## src/cvd_pkg.sv

```systemverilog
// Shared types, constants and helper functions for the Caesar/Vigenere decoder.
package cvd_pkg;

	localparam int KEY_MAX_DEFAULT = 16;
	localparam int KEY_ENTRIES     = 16;
	localparam int LEN_W           = 5;
	localparam int CFG_IDX_W       = 3;
	localparam int CFG_DATA_W      = 64;

	localparam logic [CFG_IDX_W-1:0] CFG_CIPHER_MODE  = 3'd0;
	localparam logic [CFG_IDX_W-1:0] CFG_CAESAR_SHIFT = 3'd1;
	localparam logic [CFG_IDX_W-1:0] CFG_KEY_LENGTH   = 3'd2;
	localparam logic [CFG_IDX_W-1:0] CFG_KEY_LOW      = 3'd3;
	localparam logic [CFG_IDX_W-1:0] CFG_KEY_HIGH     = 3'd4;

	localparam logic MODE_CAESAR   = 1'b0;
	localparam logic MODE_VIGENERE = 1'b1;

	localparam logic [7:0] CHAR_0       = 8'h30;
	localparam logic [7:0] CHAR_9       = 8'h39;
	localparam logic [7:0] CHAR_UPPER_A = 8'h41;
	localparam logic [7:0] CHAR_UPPER_Z = 8'h5A;
	localparam logic [7:0] CHAR_LOWER_A = 8'h61;
	localparam logic [7:0] CHAR_LOWER_Z = 8'h7A;
	localparam logic [7:0] CHAR_NEWLINE = 8'h0A;
	localparam logic [7:0] ALPHA_SIZE   = 8'd26;
	localparam logic [7:0] DIGIT_SIZE   = 8'd10;

	// One byte on its way from the input register to the result register.
	typedef struct packed {
		logic [7:0] text;
		logic [4:0] d26;
		logic [3:0] d10;
		logic       bypass;
	} cvd_item_t;

	// Restoring reduction by 26: subtract 208, 104, 52, 26 in turn.
	function automatic logic [4:0] mod26(input logic [7:0] s);
		logic [7:0] r;
		r = s;
		if (r >= 8'd208) r = r - 8'd208;
		if (r >= 8'd104) r = r - 8'd104;
		if (r >= 8'd52)  r = r - 8'd52;
		if (r >= 8'd26)  r = r - 8'd26;
		return r[4:0];
	endfunction

	// Restoring reduction by 10: subtract 160, 80, 40, 20, 10 in turn.
	function automatic logic [3:0] mod10(input logic [7:0] s);
		logic [7:0] r;
		r = s;
		if (r >= 8'd160) r = r - 8'd160;
		if (r >= 8'd80)  r = r - 8'd80;
		if (r >= 8'd40)  r = r - 8'd40;
		if (r >= 8'd20)  r = r - 8'd20;
		if (r >= 8'd10)  r = r - 8'd10;
		return r[3:0];
	endfunction

endpackage

```

## src/cvd_rotate.sv

```systemverilog
// Backward rotation of one byte within digits, upper case or lower case; other bytes and zero shifts pass through.
module cvd_rotate import cvd_pkg::*; (
	input  cvd_item_t  item,
	output logic [7:0] plain
);

	logic [7:0] dig_sub;
	logic [7:0] alpha_sub;
	logic [7:0] dig_wrap;
	logic [7:0] alpha_wrap;

	assign dig_sub    = item.text - {4'd0, item.d10};
	assign alpha_sub  = item.text - {3'd0, item.d26};
	assign dig_wrap   = item.text + DIGIT_SIZE - {4'd0, item.d10};
	assign alpha_wrap = item.text + ALPHA_SIZE - {3'd0, item.d26};

	always_comb begin
		priority if (item.bypass) begin
			plain = item.text;
		end else if (item.text >= CHAR_0 && item.text <= CHAR_9) begin
			plain = (dig_sub >= CHAR_0) ? dig_sub : dig_wrap;
		end else if (item.text >= CHAR_UPPER_A && item.text <= CHAR_UPPER_Z) begin
			plain = (alpha_sub >= CHAR_UPPER_A) ? alpha_sub : alpha_wrap;
		end else if (item.text >= CHAR_LOWER_A && item.text <= CHAR_LOWER_Z) begin
			plain = (alpha_sub >= CHAR_LOWER_A) ? alpha_sub : alpha_wrap;
		end else begin
			plain = item.text;
		end
	end

endmodule

```

## src/caesar_vigenere_decoder_unit.sv

```systemverilog
// Pipeline: an accepted beat passes the input register and then the result register to the output.
// Throughput: one byte per cycle while the input is not stalled; the key position update is
// the only loop and closes at the input register.
// Stalls: the input stalls only while both stages hold data and the output is stalled.
// Reset: arst_n clears both stage valids, the key position and all configuration registers
// (mode Caesar, shift 0, key length 1, key table zero).
module caesar_vigenere_decoder_unit import cvd_pkg::*; #(
	parameter int KEY_MAX = KEY_MAX_DEFAULT
) (
	input  logic                  clk,
	input  logic                  arst_n,
	input  logic                  cfg_we,
	input  logic [CFG_IDX_W-1:0]  cfg_index,
	input  logic [CFG_DATA_W-1:0] cfg_data,
	input  logic                  in_valid,
	output logic                  in_stall,
	input  logic [7:0]            text_byte,
	input  logic                  restart,
	output logic                  out_valid,
	input  logic                  out_stall,
	output logic [7:0]            plain_byte
);

	localparam int POS_W = (KEY_MAX > 1) ? $clog2(KEY_MAX) : 1;
	localparam logic [LEN_W-1:0] LEN_MAX = LEN_W'(KEY_MAX);

	logic                  cipher_mode_q;
	logic [6:0]            caesar_shift_q;
	logic [LEN_W-1:0]      key_length_q;
	logic [CFG_DATA_W-1:0] key_low_q;
	logic [CFG_DATA_W-1:0] key_high_q;
	logic [POS_W-1:0]      key_pos_q;

	logic       valid_s1;
	cvd_item_t  item_s1;
	logic       valid_s2;
	logic [7:0] plain_s2;

	logic             in_acc;
	logic             adv_s2;
	logic [LEN_W-1:0] len_eff;
	logic [LEN_W-1:0] cur_pos;
	logic [LEN_W-1:0] use_pos;
	logic [LEN_W-1:0] nxt_pos;
	logic [7:0]       key_entry [KEY_ENTRIES];
	logic [7:0]       shift;
	logic [7:0]       text_in;
	cvd_item_t        item_d;
	logic [7:0]       plain_d;

	// Configuration writes
	always_ff @(posedge clk or negedge arst_n) begin
		if (!arst_n) begin
			cipher_mode_q  <= MODE_CAESAR;
			caesar_shift_q <= '0;
			key_length_q   <= LEN_W'(1);
			key_low_q      <= '0;
			key_high_q     <= '0;
		end else if (cfg_we) begin
			unique case (cfg_index)
				CFG_CIPHER_MODE:  cipher_mode_q  <= cfg_data[0];
				CFG_CAESAR_SHIFT: caesar_shift_q <= cfg_data[6:0];
				CFG_KEY_LENGTH:   key_length_q   <= cfg_data[LEN_W-1:0];
				CFG_KEY_LOW:      key_low_q      <= cfg_data;
				CFG_KEY_HIGH:     key_high_q     <= cfg_data;
				default:          ;
			endcase
		end
	end

	genvar k;
	generate
		for (k = 0; k < KEY_ENTRIES / 2; k++) begin : g_key
			assign key_entry[k]                   = key_low_q[8*k +: 8];
			assign key_entry[k + KEY_ENTRIES / 2] = key_high_q[8*k +: 8];
		end
	endgenerate

	// Key position: clamp the length, fall back to entry 0 if the position is out of range
	always_comb begin
		priority if (key_length_q == '0)
			len_eff = LEN_W'(1);
		else if (key_length_q > LEN_MAX)
			len_eff = LEN_MAX;
		else
			len_eff = key_length_q;
	end

	assign cur_pos = restart ? '0 : LEN_W'(key_pos_q);
	assign use_pos = (cur_pos >= len_eff) ? '0 : cur_pos;
	assign nxt_pos = use_pos + LEN_W'(1);

	assign shift   = (cipher_mode_q == MODE_VIGENERE) ? key_entry[use_pos[3:0]]
	                                                  : {1'b0, caesar_shift_q};
	assign text_in = (cipher_mode_q == MODE_CAESAR && text_byte == CHAR_NEWLINE) ? 8'd0
	                                                                              : text_byte;

	assign item_d.text   = text_in;
	assign item_d.d26    = mod26(shift);
	assign item_d.d10    = mod10(shift);
	assign item_d.bypass = (shift == 8'd0);

	assign adv_s2   = !valid_s2 || !out_stall;
	assign in_stall = valid_s1 && !adv_s2;
	assign in_acc   = in_valid && !in_stall;

	always_ff @(posedge clk or negedge arst_n) begin
		if (!arst_n) begin
			key_pos_q <= '0;
		end else if (in_acc) begin
			key_pos_q <= (nxt_pos >= len_eff) ? '0 : nxt_pos[POS_W-1:0];
		end
	end

	// Input register
	always_ff @(posedge clk or negedge arst_n) begin
		if (!arst_n) begin
			valid_s1 <= 1'b0;
		end else if (adv_s2 || !valid_s1) begin
			valid_s1 <= in_valid;
		end
	end

	always_ff @(posedge clk) begin
		if (in_acc) begin
			item_s1 <= item_d;
		end
	end

	cvd_rotate u_rotate (
		.item  (item_s1),
		.plain (plain_d)
	);

	// Result register
	always_ff @(posedge clk or negedge arst_n) begin
		if (!arst_n) begin
			valid_s2 <= 1'b0;
		end else if (adv_s2) begin
			valid_s2 <= valid_s1;
		end
	end

	always_ff @(posedge clk) begin
		if (adv_s2 && valid_s1) begin
			plain_s2 <= plain_d;
		end
	end

	assign out_valid  = valid_s2;
	assign plain_byte = plain_s2;

endmodule

```

## config.mk

```make
export PLATFORM = sky130hd
export DESIGN_NAME = caesar_vigenere_decoder_unit
export DESIGN_NICKNAME = d
export VERILOG_FILES = /design/src/cvd_pkg.sv /design/src/cvd_rotate.sv /design/src/caesar_vigenere_decoder_unit.sv
export SDC_FILE = /design/constraint.sdc
export NUM_CORES = 1
export LEC_CHECK = 0
export BUFFER_PORTS_ARGS = -buffer_cell sky130_fd_sc_hd__clkbuf_2
export CORE_MARGIN = 4
export CORE_UTILIZATION = 40
export CTS_BUF_LIST = sky130_fd_sc_hd__clkbuf_4 sky130_fd_sc_hd__clkbuf_8
export CTS_CLUSTER_SIZE = 14
export DETAILED_ROUTE_END_ITERATION = 8
export HOLD_SLACK_MARGIN = 0.06
export PLACE_DENSITY_LB_ADDON = 0.3
export SYNTH_ARGS = -nofsm -noshare
export SYNTH_HDL_FRONTEND = slang
export SYNTH_HIERARCHICAL = 1
export SYNTH_SLANG_ARGS = --single-unit
```

## constraint.sdc

```tcl
create_clock -name clk -period 18.1 [get_ports clk]
set_input_delay 0.905 -clock clk [delete_from_list [all_inputs] [get_ports clk]]
set_output_delay 0.905 -clock clk [all_outputs]
set_load 0.005 [all_outputs]
```

==> flow_metrics.tcl <==
set metrics [dict create \
    status "finished, final reports clean" \
    gp_congestion 1.04 \
    io_pins 91 \
    start_util_pct 41.0 \
    synth_nets 1247 \
    core_sq_mm 0.0281 \
    clock_tree.buffer_depth 2 \
    drv_cap 0 \
    multiInputGateArea_sq_mm 0.00659 \
    ys_seq_elements 172 \
    wire_per_inst_um 21.5 \
    place_ws_ps 10060 \
    netlist.area_leader.share_pct 31.7 \
    setup_violations 0 \
    rows 61 \
    worst-path-max-fanout 16 \
    r2r_slack_ps 10550 \
    dpl_cell_area_sq_mm 0.0123 \
    yosysTopAreaCell "dfrtp_1" \
    avgSynthCellArea_sq_um 10.4 \
    endpoint "item_s1[9]" \
    cts_buffers 17 \
    grt_pass1_wl_mm 52.8 \
    antenna_found_initial 0 \
    dieArea_sq_mm 0.0316 \
    postCtsSetupRepairBufs 0 \
    drt-pass1-iter-count 6 \
    worstSetupPathType "input pin to register" \
    cts_num_sinks 172 \
    ir_drop_mv 0.0517 \
    via_per_inst 5.97 \
    grt_max_degree 89 \
    cpMostUsedCell "ha_1" \
    ys_warn_count 6 \
    crit_slowest_cell "nor2_1" \
    leakagePower_uw 0.00535 \
    final_common_cell "dfrtp_1" \
    cp_num_buf_inv 4 \
    die_w_um 178 \
    synthesis.area_sq_mm 0.0115 \
    rsz0062_at_grt "no" \
    setup-tns-final_ps 0 \
    layout.area.seq_sq_mm 0.00443 \
    crit_path_start_kind "input pin" \
    hold_viol 0 \
    timing.slew.headroom_pct 20.5 \
    syn2layout_area_growth_pct 10.5 \
    synth_edf_count 25 \
    grt_usage_pct 21.5 \
    synth_flop_cell "dfrtp_1" \
    clk_latency_ps 490 \
    worst_pin_slew_ps 1180 \
    grt_pass1_vias 8983 \
    fmax_mhz 130 \
    syn_inst 1102 \
    wl_mm 33.4 \
    reg2reg_depth 24 \
    htreeDepth 4 \
    fill_cells 2747 \
    slowest_delay_ps 800 \
    cts_tree "built" \
    crit_start "restart" \
    most-common-layout-cells "dfrtp_1, mux2_2, clkbuf_2" \
    cp_data_arrival_time_ps 8040 \
    hp-class "input pin to async pin" \
    ctsRootBufferMaster "clkbuf_8" \
    ys_seq_area_share_pct 38.5 \
    port-buffer-count 90 \
    synth.top_cells.by_area "dfrtp_1, mux2_2, edfxtp_1" \
    min_period_over_period_pct 42.6 \
    final_area_sq_mm 0.0127 \
    drcViolationCount 0 \
    cp-end-kind "register" \
    ctsResizeCount 0 \
    cp.required_ps 18440 \
    cts.hold.buffers_added 0 \
    fin_nets 1310 \
    fp.dieH_um 178 \
    dp.final_hpwl_mm 25.3 \
    slew_viol_final 0 \
    drive_gt1_share_pct 27.8 \
    cp_top_family "compound AO/OA/AOI/OAI gates" \
    r2r_end "item_s1[9]" \
    power.density_mw_per_mm2 142 \
    vias 9289 \
    fin_ws_ps 10400 \
    first_iter_violations 961 \
    ant_nets 0 \
    cp.depth 25 \
    async_flop_share_pct 85.5 \
    path_clk_slew_ps 140 \
    clock_skew_ps 23.7 \
    rr_startpoint "key_length_q[4]" \
    layout_min_cycle_time_ps 7700 \
    ys_types 108 \
    overflow 0 \
    insertedDiodeCount 0 \
]
worst min-delay path by stage:
| stage | start | end | slack (ps) | depth (start not counted) |
|---|---|---|---|---|
| floorplan | valid_s1 | out_valid | 440 | 1 |
| global placement | valid_s1 | out_valid | 460 | 1 |
| detailed placement | valid_s1 | out_valid | 470 | 1 |
| CTS | arst_n | key_low_q[32] | 480 | 1 |
| global route | arst_n | key_high_q[40] | 490 | 1 |
| finish | arst_n | key_low_q[32] | 460 | 1 |
cell type report:
type / instances / share of cell area (%)
Inverter: 68 / 2.01
Timing Repair Buffer: 97 / 4.00
Clock inverter: 15 / 1.83
Clock buffer: 17 / 1.84
Multi-Input combinational cell: 809 / 51.8
Tap cell: 378 / 3.72
Sequential cell: 172 / 34.8
power by group:
part	switching [uW]	total, uW	internal [uW]
Clock	193	309	116
Sequential	74.3	565	491
Combinational	551	927	376
cells in the mapped netlist (7+ instances only):
cell type and count:
o21bai_1 8, a21o_1 9, buf_2 12, o22ai_1 11, a211oi_1 11, nand3_1 17, o21ai_1 12, edfxtp_1 25
and4_1 10, inv_1 59, o21ai_0 30, mux2_2 138, o211ai_1 15, o31ai_1 12, nand2_1 57, nor2b_1 19
xnor2_1 15, nor2_1 57, inv_2 7, a22oi_1 7, nor4_1 9, a21oi_1 52, a31oi_1 17, clkbuf_1 31
and3_1 9, and2_1 7, nand2b_1 14, nand4_1 12, mux2i_1 11, o21a_1 10, dfrtp_1 146, a221oi_1 10
nor3_1 17, ha_1 58
per-stage QoR:
| step | power [uW] | hold WS, ps | std cells | utilization (%) |
|---|---|---|---|---|
| after detailed placement | 1480 | 475 | 1524 | 43.6 |
| after CTS | 1800 | 476 | 1556 | 45.3 |
| after global placement | 1470 | 460 | 1524 | 43.6 |
| after floorplan | 1250 | 443 | 1102 | - |
| final | 1800 | 457 | 1556 | 45.3 |
| after global routing | 1930 | 493 | 1556 | 45.3 |
cells by family after synthesis:
group                    count (synthesis)  synth area share (%)
XOR/XNOR                                20                  1.52
AND/OR/NAND/NOR                        275                  13.8
AO/OA/AOI/OAI                          300                  19.9
adder cells (fa/ha/maj)                 64                  7.35
buffers and inverters                  121                  4.41
multiplexers                           150                  14.6
flip-flops                             172                  38.5
state kept, by name, summed over array words and instances, names as in the netlist:
signal          count
key_high_q         64
key_low_q          64
item_s1            17
plain_byte          8
caesar_shift_q      7
key_length_q        5
key_pos_q           4
cipher_mode_q       1
out_valid           1
valid_s1            1
per-layer routing:
metal	vias to the layer above	global-route usage [%]	wire, um
li1	4280	-	-
met3	44	4.58	2360
met1	4633	31.0	15400
met5	-	0	0
met4	0	5.54	767
met2	332	33.0	14900
Power figures use the tool's default switching activity.
